## src/hw/rtl/skyp_pkg.sv

```systemverilog
// Shared types and constants of the skyline rectangle packer.
// Used by skyp_cell and skyline_rectangle_packer_core; depends on nothing.
package skyp_pkg;

   localparam logic       CSR_ATLAS_WIDTH  = 1'b0;
   localparam logic       CSR_ATLAS_HEIGHT = 1'b1;
   localparam logic [12:0] DIM_RESET       = 13'd512;
   localparam logic [12:0] DIM_MIN         = 13'd3;
   localparam logic [12:0] DIM_MAX         = 13'd4096;
   localparam logic [12:0] SEG_X_INIT      = 13'd1;
   localparam logic [12:0] SEG_LEVEL_INIT  = 13'd1;
   localparam logic [12:0] RESET_WIDTH     = DIM_RESET - 13'd2;

   typedef enum logic [3:0] {
      OP_HOLD, OP_CLEAR, OP_LOAD, OP_SEARCH, OP_RANK, OP_SELECT,
      OP_INSERT, OP_TRIM, OP_MERGE, OP_COMPACT
   } cell_op_type;

   typedef enum logic [3:0] {
      ST_IDLE, ST_CLEAR, ST_LOAD, ST_SEARCH, ST_RANK, ST_SELECT,
      ST_DECIDE, ST_INSERT, ST_TRIM, ST_COMPACT, ST_MERGE, ST_DONE
   } skyp_state_type;

   typedef struct packed {
      logic        valid;
      logic [12:0] x;
      logic [12:0] level;
      logic [12:0] width;
   } seg_type;

   typedef struct packed {
      logic        valid;
      logic [12:0] level;
      logic [12:0] width;
   } probe_type;

   typedef struct packed {
      logic        fit;
      logic [13:0] top;
      logic [12:0] width;
      logic [12:0] x;
      logic [12:0] level;
   } cand_type;

   typedef struct packed {
      cell_op_type op;
      logic [11:0] w;
      logic [11:0] h;
      logic [11:0] wlim;
      logic [11:0] hlim;
      logic [12:0] init_width;
      logic [12:0] new_x;
      logic [12:0] new_level;
      logic [13:0] end_x;
   } cell_ctl_type;

   function automatic logic [12:0] clamp_dim(input logic [12:0] v);
      logic [12:0] r;
      r = v;
      if (v < DIM_MIN) r = DIM_MIN;
      else if (v > DIM_MAX) r = DIM_MAX;
      return r;
   endfunction

endpackage

```

## src/hw/rtl/skyp_cell.sv

```systemverilog
// One cell of the skyline chain: holds a segment, walks a candidate start and
// passes probe, candidate and segment data to its neighbors. Depends on skyp_pkg.
module skyp_cell #(
   parameter int IDX = 0,
   parameter int IW  = 8
) (
   input  logic                   clock,
   input  logic                   reset,
   input  skyp_pkg::cell_ctl_type ctl,
   input  logic [IW-1:0]          best_idx,
   input  skyp_pkg::seg_type      below_seg,
   input  skyp_pkg::seg_type      above_seg,
   input  logic                   below_absorb,
   output logic                   absorb,
   output skyp_pkg::seg_type      seg_out,
   input  skyp_pkg::probe_type    probe_above,
   output skyp_pkg::probe_type    probe_out,
   input  skyp_pkg::cand_type     cand_above,
   output skyp_pkg::cand_type     cand_out
);
   import skyp_pkg::*;

   localparam logic [IW-1:0] MY_IDX   = IW'(IDX);
   localparam bit            IS_FIRST = (IDX == 0);

   seg_type     seg_ff, seg_in;
   probe_type   probe_ff, probe_in;
   cand_type    cand_ff, cand_in;
   logic [12:0] lvl_ff, lvl_in;
   logic [11:0] left_ff, left_in;
   logic        fail_ff, fail_in;
   logic        head;
   logic [13:0] xw, topv, xe;

   assign seg_out   = seg_ff;
   assign probe_out = probe_ff;
   assign cand_out  = cand_ff;

   // A cell heads a run of equal levels when its lower neighbor differs.
   assign head   = seg_ff.valid &
                   !(!IS_FIRST && below_seg.valid && below_seg.level == seg_ff.level);
   assign absorb = head & above_seg.valid & (above_seg.level == seg_ff.level);

   assign xw   = {1'b0, seg_ff.x} + {2'b0, ctl.w};
   assign topv = {1'b0, lvl_ff} + {2'b0, ctl.h};
   assign xe   = {1'b0, seg_ff.x} + {1'b0, seg_ff.width};

   always_comb begin
      seg_in   = seg_ff;
      probe_in = probe_ff;
      cand_in  = cand_ff;
      lvl_in   = lvl_ff;
      left_in  = left_ff;
      fail_in  = fail_ff;
      case (ctl.op)
         OP_CLEAR: begin
            seg_in.valid = IS_FIRST;
            seg_in.x     = SEG_X_INIT;
            seg_in.level = SEG_LEVEL_INIT;
            seg_in.width = ctl.init_width;
         end
         OP_LOAD: begin
            probe_in = '{valid: seg_ff.valid, level: seg_ff.level, width: seg_ff.width};
            lvl_in   = seg_ff.level;
            left_in  = ctl.w;
            fail_in  = !seg_ff.valid || (xw > {2'b0, ctl.wlim});
         end
         OP_SEARCH: begin
            if (!fail_ff && left_ff != '0) begin
               if (!probe_ff.valid) begin
                  fail_in = 1'b1;
               end else begin
                  if (probe_ff.level > lvl_ff) lvl_in = probe_ff.level;
                  if ({1'b0, left_ff} <= probe_ff.width) left_in = '0;
                  else left_in = left_ff - probe_ff.width[11:0];
               end
            end
            probe_in = probe_above;
         end
         OP_RANK: begin
            cand_in.fit   = !fail_ff && (left_ff == '0) && (topv <= {2'b0, ctl.hlim});
            cand_in.top   = topv;
            cand_in.width = seg_ff.width;
            cand_in.x     = seg_ff.x;
            cand_in.level = lvl_ff;
         end
         OP_SELECT: begin
            cand_in = cand_above;
         end
         OP_INSERT: begin
            if (MY_IDX == best_idx) begin
               seg_in.valid = 1'b1;
               seg_in.x     = ctl.new_x;
               seg_in.level = ctl.new_level;
               seg_in.width = {1'b0, ctl.w};
            end else if (MY_IDX > best_idx) begin
               seg_in = below_seg;
            end
         end
         OP_TRIM: begin
            if (seg_ff.valid && MY_IDX > best_idx) begin
               if (xe <= ctl.end_x) begin
                  seg_in.valid = 1'b0;
               end else if ({1'b0, seg_ff.x} < ctl.end_x) begin
                  seg_in.x     = ctl.end_x[12:0];
                  seg_in.width = 13'(xe - ctl.end_x);
               end
            end
         end
         OP_MERGE: begin
            if (absorb) seg_in.width = seg_ff.width + above_seg.width;
            if (below_absorb) seg_in.valid = 1'b0;
         end
         OP_COMPACT: begin
            // Holes bubble upward one cell per cycle, live segments keep order.
            if (!seg_ff.valid && above_seg.valid) seg_in = above_seg;
            else if (seg_ff.valid && !below_seg.valid) seg_in.valid = 1'b0;
         end
         default: begin
         end
      endcase
   end

   always_ff @(posedge clock) begin
      if (reset) begin
         seg_ff.valid <= IS_FIRST;
         seg_ff.x     <= SEG_X_INIT;
         seg_ff.level <= SEG_LEVEL_INIT;
         seg_ff.width <= RESET_WIDTH;
      end else begin
         seg_ff <= seg_in;
      end
   end

   always_ff @(posedge clock) begin
      probe_ff <= probe_in;
      cand_ff  <= cand_in;
      lvl_ff   <= lvl_in;
      left_ff  <= left_in;
      fail_ff  <= fail_in;
   end

endmodule

```

## config.mk

```make
export PLATFORM = sky130hd
export DESIGN_NAME = skyp_cell
export DESIGN_NICKNAME = d
export VERILOG_FILES = /design/src/hw/rtl/skyp_pkg.sv /design/src/hw/rtl/skyp_cell.sv
export SDC_FILE = /design/constraint.sdc
export NUM_CORES = 1
export LEC_CHECK = 0
export BUFFER_PORTS_ARGS = -buffer_cell sky130_fd_sc_hd__buf_2
export CORE_ASPECT_RATIO = 0.9
export CORE_MARGIN = 2
export CORE_UTILIZATION = 46
export CTS_CLUSTER_SIZE = 30
export DETAILED_ROUTE_END_ITERATION = 16
export PLACE_DENSITY = 0.74
export REMOVE_ABC_BUFFERS = 1
export SYNTH_ARGS = -nofsm -noshare
export SYNTH_HDL_FRONTEND = slang
export SYNTH_SLANG_ARGS = --single-unit
```

## constraint.sdc

```tcl
create_clock -name clock -period 7.6 [get_ports clock]
set_input_delay 1.52 -clock clock [delete_from_list [all_inputs] [get_ports clock]]
set_output_delay 1.52 -clock clock [all_outputs]
set_load 0.01 [all_outputs]
```

==> results.sh, run 1 <==
export IMPL_status="finished, final reports clean"
export IMPL_gp_congestion=0.946
export IMPL_core_area_um2=24100
export IMPL_pwr_density_cell_nw_per_um2=170
export IMPL_post_cts_setup_buffer_count=0
export IMPL_antenna_found_initial=9
export IMPL_clk_pin_slew_worst_paths_ps=60
export IMPL_clock_path_buffers=2
export IMPL_synth_edff_count=107
export IMPL_drtIter0Drc=970
export IMPL_routed_wirelength_um=37700
export IMPL_min_delay_start="seg_out[19]"
export IMPL_final_cells=1975
export IMPL_fin_worst_skew_ps=17.5
export IMPL_crit_type="in2reg"
export IMPL_vias_per_cell=5.65
export IMPL_die_w_um=169
export IMPL_rows=54
export IMPL_h_tree_depth=4
export IMPL_avgSynthCellArea_um2=8.81
export IMPL_period_share_pct=61.6
export IMPL_drc=0
export IMPL_synth_seq_area_share_pct=35.8
export IMPL_min_path_type="reg2reg"
export IMPL_insertion_delay_ps=430
export IMPL_die_y_um=152
export IMPL_maxCapViolCount=0
export IMPL_synth_seq_cells=147
export IMPL_clock_sinks=147
export IMPL_hold_depth=2
export IMPL_drt_first_pass_iters=7
export IMPL_setup_viol=0
export IMPL_fin_total_pwr_mw=2.39
export IMPL_yosysMostFrequentCell="nand2_1"
export IMPL_crit_fanout=3
export IMPL_nFillCells=2148
export IMPL_slew_headroom_pct=18.4
export IMPL_grt_overflow=0
export IMPL_arrival_ps=4840
export IMPL_grt_max_degree=75
export IMPL_initial_core_util_pct=46.5
export IMPL_num_vias=11200
export IMPL_clock_root_buffer="clkbuf_16"
export IMPL_syn2layout_area_growth_pct=25.4
export IMPL_ys_warn_count=0
export IMPL_yosysTopAreaCell="edfxtp_1"
export IMPL_drive_above_1_share_pct=29.5
export IMPL_ys_top_cells_by_area="edfxtp_1, ha_1, nand2_1, dfxtp_1, xnor2_1"
export IMPL_die_area_um2=25700
export IMPL_slew_violations=0
export IMPL_routedWlPerCell_um=19.1
export IMPL_synth_top_cell_area_share_pct=28.6
export IMPL_port_buffers=397
export IMPL_async_reset_ff_share_pct=0
export IMPL_nNetsFinal=2041
export IMPL_syn_area_um2=11200
export IMPL_dp_hpwl_um=29500
export IMPL_peakVddDrop_v=0.000102
export IMPL_rr_worst_depth=13
export IMPL_drt_antenna_violating_nets=0
export IMPL_fin_crit_ps=4680
export IMPL_cts_tree="done"
export IMPL_io_pins=399
export IMPL_cp_start_kind="input port"
export IMPL_cts_resized=0
export IMPL_crit_path_end_kind="register"
export IMPL_synth_common_cells="nand2_1, ha_1, edfxtp_1"
export IMPL_ys_types=68
export IMPL_hold_buffers=0
export IMPL_grt_pass1_wl_um=57400
export IMPL_cp_required_ps=7760
export IMPL_ys_flop_type="edfxtp_1"
export IMPL_syn_inst=1274
export IMPL_grt_setup_unrepaired="false"
export IMPL_tightest_slew_ps=1220
export IMPL_p_leak_nw=6.54
export IMPL_numCtsBuffers=17
export IMPL_crit_start="ctl[90]"
export IMPL_dp_cells=1936
export IMPL_hold_viol=0
export IMPL_r2r_start="seg_out[27]"
export IMPL_clock_fmax_ghz=0.214
export IMPL_grt_pass1_vias=10800
export IMPL_holdWs_ps=556
export IMPL_grt_usage_pct=29.0
==> power by group <==
part	internal, mW	leakage (nW)	total (mW)	switching, mW
registers	0.893	1.31	0.928	0.0351
clock network	0.467	0.281	0.858	0.392
logic	0.275	4.95	0.600	0.325
total	1.63	6.54	2.39	0.752
==> cells by family after synthesis <==
group                    after synthesis  share of synthesized area (%)
AND/OR/NAND/NOR                      435                           17.0
AO/OA/AOI/OAI                        319                           18.9
flip-flops                           147                           35.8
buffers and inverters                141                           4.97
adder cells (fa/ha/maj)              117                           13.4
XOR/XNOR                              64                           4.99
multiplexers                          51                           4.94
==> layout make-up <==
class,count,area (um2),share of cell area [%]
clock buffer,17,425,3.02
tap,308,385,2.74
antenna,7,17.5,0.125
sequential,147,4010,28.5
timing repair buffer,406,2050,14.6
multi-input combinational,986,6680,47.4
clock inverter,15,163,1.16
inverter,89,334,2.37
==> worst paths after layout <==
path / to / slack, ps
setup / recovery: fail_ff / 2920
setup reg to reg: fail_ff / 3590
hold / removal: seg_out[19] / 560
hold reg to reg: seg_out[19] / 560
==> per-layer routing <==
metal	GRT usage [%]	wire, um	vias to the layer above
li1	-	-	5374
met1	38.0	15900	5195
met2	48.3	17800	505
met3	4.44	2780	82
met4	11.1	1240	2
met5	0	13	-
==> sequential cells by signal (all words and copies together) (netlist names) <==
register / flops
fail_ff: 1
seg_out: 39
probe_out: 27
left_ff: 12
lvl_ff: 13
head: 1
cand_out: 54
==> placed cells by master, fill, tap and decap left out, types with 7 or more instances in the layout <==
cell,count
a211oi_1,38
a21o_1,15
a21oi_1,82
a222oi_1,15
buf_2,397
buf_4,9
clkbuf_16,17
dfxtp_1,40
diode_2,7
edfxtp_1,107
ha_1,111
inv_1,89
mux2_2,35
mux2i_1,16
nand2_1,238
nand2b_1,16
nand3_1,7
nand4_1,11
nor2_1,89
nor2b_1,15
nor3_1,18
nor4_1,10
o211ai_1,10
o21a_1,16
o21ai_0,71
xnor2_1,51
xor2_1,13
==> worst max-delay path: stages <==
cell and delay [ps]:
buf_2 110, ha_1 290, a21o_1 190, a21oi_1 220, o21bai_1 130, o311a_1 320
a311o_1 410, o31ai_2 270, xnor2_1 120, ha_1 310, nand4_1 140, or4_1 540
a21oi_1 170, o211ai_1 110
==> stage by stage <==
step / worst slack [ps] / util [%] / instance area (um2) / setup TNS, ps
5_1_grt: 2730 / 58.3 / 14100 / 0
6_report: 2920 / 58.3 / 14100 / 0
2_1_floorplan: -425 / - / 11000 / -16490
3_3_place_gp: 2600 / 55.8 / 13500 / 0
3_5_place_dp: 2510 / 55.8 / 13500 / 0
4_1_cts: 2950 / 58.3 / 14100 / 0
(Power assumes the default switching activity.)
==> run 2: changes to the inputs <==
--- a/config.mk
+++ b/config.mk
@@ -8,10 +8,10 @@
 export BUFFER_PORTS_ARGS = -buffer_cell sky130_fd_sc_hd__buf_2
 export CORE_ASPECT_RATIO = 0.9
 export CORE_MARGIN = 2
-export CORE_UTILIZATION = 46
+export CORE_UTILIZATION = 50
 export CTS_CLUSTER_SIZE = 30
 export DETAILED_ROUTE_END_ITERATION = 16
-export PLACE_DENSITY = 0.74
+export PLACE_DENSITY = 0.76
 export REMOVE_ABC_BUFFERS = 1
 export SYNTH_ARGS = -nofsm -noshare
 export SYNTH_HDL_FRONTEND = slang
==> constraint.sdc (replaced) <==
create_clock -name clock -period 4.4 [get_ports clock]
set_input_delay 0.88 -clock clock [delete_from_list [all_inputs] [get_ports clock]]
set_output_delay 0.88 -clock clock [all_outputs]
set_load 0.01 [all_outputs]
==> results.sh, run 2 (same netlist as run 1, synthesis figures left out) <==
export IMPL_status="finished, final reports clean"
export IMPL_power_frac_seq_pct=39.1
export IMPL_post_dp_cell_area_um2=13500
export IMPL_p_sw_mw=1.23
export IMPL_crit_path_end_kind="register"
export IMPL_dp_cells=1929
export IMPL_p_comb_share_pct=25.6
export IMPL_grt_pass1_wl_um=58700
export IMPL_crit_fanout=6
export IMPL_final_area_um2=14100
export IMPL_grt_overflow=0
export IMPL_drtIter0Drc=1076
export IMPL_fin_crit_ps=3990
export IMPL_slew_headroom_pct=40.3
export IMPL_routed_wirelength_um=38600
export IMPL_clock_fmax_ghz=0.250
export IMPL_setup_viol=0
export IMPL_regArea_um2=4010
export IMPL_cts_tree="done"
export IMPL_die_y_um=146
export IMPL_period_share_pct=90.7
export IMPL_vias_per_cell=5.73
export IMPL_setup_ws_ps=408
export IMPL_routedWlPerCell_um=19.6
export IMPL_port_buffers=397
export IMPL_die_w_um=162
export IMPL_rows=51
export IMPL_num_vias=11300
export IMPL_final_cells=1965
export IMPL_crit_type="reg2reg"
export IMPL_min_path_type="reg2reg"
export IMPL_drc=0
export IMPL_multiInputGateArea_um2=6670
export IMPL_clock_root_buffer="clkbuf_16"
export IMPL_final_cell_mix="buf_2, nand2_1, ha_1"
export IMPL_fin_setup_tns_ps=0
export IMPL_clk_pin_slew_worst_paths_ps=70
export IMPL_fin_total_pwr_mw=4.09
export IMPL_numCtsBuffers=17
export IMPL_clock_path_buffers=2
export IMPL_layout_commonest_cell="buf_2"
export IMPL_grt_max_degree=56
export IMPL_nNetsFinal=2051
export IMPL_insertion_delay_ps=430
export IMPL_drive_above_1_share_pct=29.6
export IMPL_antenna_found_initial=4
export IMPL_peakVddDrop_v=0.000227
export IMPL_drt_first_pass_iters=6
export IMPL_dp_hpwl_um=30700
export IMPL_clock_sinks=147
export IMPL_grt_setup_unrepaired="false"
export IMPL_largest_register_ffs=54
export IMPL_drt_antenna_violating_nets=0
export IMPL_switching_share_pct=30.1
export IMPL_power_internal_mw=2.86
export IMPL_syn2layout_area_growth_pct=25.7
export IMPL_core_area_um2=21800
export IMPL_initial_core_util_pct=51.4
export IMPL_hold_viol=0
export IMPL_pre_cts_slack_ps=-0.212
export IMPL_grt_usage_pct=32.0
export IMPL_cts_resized=0
export IMPL_p_leak_nw=6.58
export IMPL_fin_worst_skew_ps=13.8
export IMPL_io_pins=399
export IMPL_cp_start_kind="register"
export IMPL_hold_buffers=0
export IMPL_cp_required_ps=4570
export IMPL_nFillCells=1914
export IMPL_maxCapViolCount=0
export IMPL_h_tree_depth=4
export IMPL_tightest_slew_ps=896
export IMPL_holdWs_ps=550
export IMPL_die_area_um2=23700
export IMPL_post_cts_setup_buffer_count=0
export IMPL_grt_pass1_vias=10700
export IMPL_pwr_density_cell_nw_per_um2=290
export IMPL_post_route_util_pct=64.6
export IMPL_arrival_ps=4160
export IMPL_p_clk_share_pct=35.2
export IMPL_slew_violations=0
export IMPL_gp_congestion=0.990
==> run 2: changes by cell type in the layout (fill, tap and decap cells not counted), sizes merged <==
| cell | before | now |
|---|---|---|
| bufinv | 1 | 2 |
| clkinvlp | 3 | 4 |
| inv | 97 | 92 |
| clkinv | 3 | 2 |
| clkbuf | 17 | 20 |
| diode | 7 | 5 |
| buf | 406 | 416 |
==> run 2: power groups by stage <==
stage / Combinational, mW / Sequential (mW) / Clock [mW]
detailed placement: 1.03 / 1.63 / 0
CTS: 1.04 / 1.60 / 1.45
floorplan: 0.645 / 1.63 / 0
global placement: 0.997 / 1.63 / 0
finish: 1.05 / 1.60 / 1.44
global route: 1.17 / 1.61 / 1.51
==> run 2: critical path, stage by stage, from the launching register on <==
cell and delay, ps:
dfxtp_1 540, ha_1 310, a21o_1 170, a21oi_1 260, o21bai_1 130, o311a_1 340, a311o_1 400, o31ai_2 260
xnor2_1 120, ha_1 310, nand4_1 130, or4_1 530, a21oi_1 140, o211ai_1 90
==> run 2: worst paths after layout <==
kind	cells after the start	from	slack, ps	end
worst max-delay path	13	seg_out[27]	410	fail_ff
worst max register to register	13	seg_out[27]	410	fail_ff
worst min register to register	2	seg_out[19]	550	seg_out[19]
worst min-delay path	2	seg_out[19]	550	seg_out[19]
==> run 2: layout make-up <==
cell class	instances	share of cell area (%)
tap	291	2.58
inverter	89	2.37
multi-input combinational	986	47.3
antenna	5	0.0887
sequential	147	28.5
clock buffer	20	3.10
timing repair buffer	416	15.2
clock inverter	11	0.914
==> run 2: routing by layer <==
layer  up-vias  part of all wire (%)  global-route usage (%)
met5         -                     0                       0
met4         0                   2.4                    9.82
met3        63                   8.2                    5.51
met2       544                    48                    53.9
met1      5274                    42                    42.2
li1       5384                     -                       -
==> run 3: changes to the inputs <==
--- a/config.mk
+++ b/config.mk
@@ -6,12 +6,14 @@
 export NUM_CORES = 1
 export LEC_CHECK = 0
 export BUFFER_PORTS_ARGS = -buffer_cell sky130_fd_sc_hd__buf_2
+export CELL_PAD_IN_SITES_DETAIL_PLACEMENT = 1
+export CELL_PAD_IN_SITES_GLOBAL_PLACEMENT = 2
 export CORE_ASPECT_RATIO = 0.9
 export CORE_MARGIN = 2
-export CORE_UTILIZATION = 50
+export CORE_UTILIZATION = 29
 export CTS_CLUSTER_SIZE = 30
 export DETAILED_ROUTE_END_ITERATION = 16
-export PLACE_DENSITY = 0.76
+export PLACE_DENSITY = 0.77
 export REMOVE_ABC_BUFFERS = 1
 export SYNTH_ARGS = -nofsm -noshare
 export SYNTH_HDL_FRONTEND = slang
==> results.sh, run 3 (same netlist as run 1, synthesis figures left out) <==
export IMPL_peakVddDrop_v=0.000195
export IMPL_cts_resized=0
export IMPL_post_cts_setup_buffer_count=0
export IMPL_routedWlPerCell_um=21.3
export IMPL_slew_headroom_pct=36.5
export IMPL_cp_required_ps=4600
export IMPL_grt_overflow=0
export IMPL_crit_start="ctl[90]"
export IMPL_hold_viol=0
export IMPL_drtIter0Drc=570
export IMPL_crit_type="in2reg"
export IMPL_final_cell_mix="buf_2, nand2_1, ha_1"
export IMPL_port_buffers=397
export IMPL_die_y_um=191
export IMPL_gp_congestion=0.885
export IMPL_clock_root_buffer="clkbuf_16"
export IMPL_layout_commonest_cell="buf_2"
export IMPL_die_area_um2=40300
export IMPL_dp_cells=2136
export IMPL_nNetsFinal=2059
export IMPL_grt_pass1_wl_um=68400
export IMPL_fin_total_pwr_mw=4.18
export IMPL_routed_wirelength_um=46400
export IMPL_num_vias=11000
export IMPL_largest_register_ffs=54
export IMPL_setup_ws_ps=420
export IMPL_io_pins=399
export IMPL_crit_path_end_kind="register"
export IMPL_cts_tree="done"
export IMPL_clk_pin_slew_worst_paths_ps=60
export IMPL_r2r_slack_ps=600
export IMPL_cp_start_kind="input port"
export IMPL_numCtsBuffers=17
export IMPL_fin_setup_tns_ps=0
export IMPL_rows=68
export IMPL_status="finished, final reports clean"
export IMPL_grt_pass1_vias=11500
export IMPL_grt_setup_unrepaired="false"
export IMPL_r2r_end="fail_ff"
export IMPL_dp_hpwl_um=37300
export IMPL_arrival_ps=4180
export IMPL_maxCapViolCount=0
export IMPL_fin_worst_skew_ps=14.7
export IMPL_critPathCapture="fail_ff"
export IMPL_core_area_um2=38300
export IMPL_period_share_pct=90.5
export IMPL_drc=0
export IMPL_post_route_util_pct=37.7
export IMPL_initial_core_util_pct=29.3
export IMPL_tightest_slew_ps=953
export IMPL_pwr_density_cell_nw_per_um2=290
export IMPL_holdWs_ps=552
export IMPL_h_tree_depth=4
export IMPL_post_dp_cell_area_um2=13800
export IMPL_pre_cts_slack_ps=-40.2
export IMPL_clock_fmax_ghz=0.251
export IMPL_crit_fanout=3
export IMPL_drive_above_1_share_pct=30.0
export IMPL_antenna_found_initial=9
export IMPL_setup_viol=0
export IMPL_min_path_type="reg2reg"
export IMPL_drt_antenna_violating_nets=0
export IMPL_vias_per_cell=5.08
export IMPL_die_w_um=211
export IMPL_drt_first_pass_iters=6
export IMPL_p_leak_nw=6.63
export IMPL_rr_worst_depth=15
export IMPL_final_cells=2173
export IMPL_grt_usage_pct=22.7
export IMPL_slew_violations=0
export IMPL_grt_max_degree=55
export IMPL_clock_path_buffers=2
export IMPL_clock_sinks=147
export IMPL_fin_crit_ps=3980
export IMPL_insertion_delay_ps=460
export IMPL_final_area_um2=14400
export IMPL_syn2layout_area_growth_pct=28.6
export IMPL_hold_buffers=0
export IMPL_r2r_start="seg_out[26]"
[run 3: changes by cell type in the layout (fill, tap and decap cells not counted)]
cell,delta
inv_6,-2
buf_12,+1
diode_2,+1
clkinv_1,-1
clkinv_4,+4
clkinv_2,+1
clkinvlp_4,-2
buf_4,+7
[run 3: worst min path at each step]
stage,start,end,slack (ps),cells past startpoint
floorplan,seg_out[11],seg_out[11],540,2
global placement,seg_out[22],seg_out[22],530,2
detailed placement,seg_out[22],seg_out[22],550,2
CTS,seg_out[22],seg_out[22],560,2
global route,seg_out[16],seg_out[16],600,2
finish,seg_out[22],seg_out[22],550,2
[run 3: final cells by class]
cell class / count / area, um2
well taps: 490 / 613
fillers: 4604 / 23900
repair buffers: 424 / 2210
clock inverters: 11 / 133
diodes: 6 / 15.0
flip-flops and latches: 147 / 4010
clock buffers: 20 / 437
inverters: 89 / 334
multi-input cells: 986 / 6670
[run 3: worst max-delay path: stages]
cell,delay [ps]
buf_2,100
ha_1,290
a21o_1,180
a21oi_1,220
o21bai_1,120
o311a_1,320
a311o_1,400
o31ai_2,260
xnor2_1,120
ha_1,320
nand4_1,140
or4_1,540
a21oi_1,170
o211ai_1,110
[run 3: layer usage]
metal	GRT usage, %	wire, um
met1	30.0	21300
met2	37.1	21500
met3	4.92	2540
met4	7.18	1020
met5	0	38
[run 3: report_power, final]
part / leakage [nW] / switching (mW) / internal [mW] / total (mW)
logic: 5.05 / 0.606 / 0.488 / 1.09
clock network: 0.271 / 0.659 / 0.836 / 1.49
registers: 1.31 / 0.0508 / 1.54 / 1.59
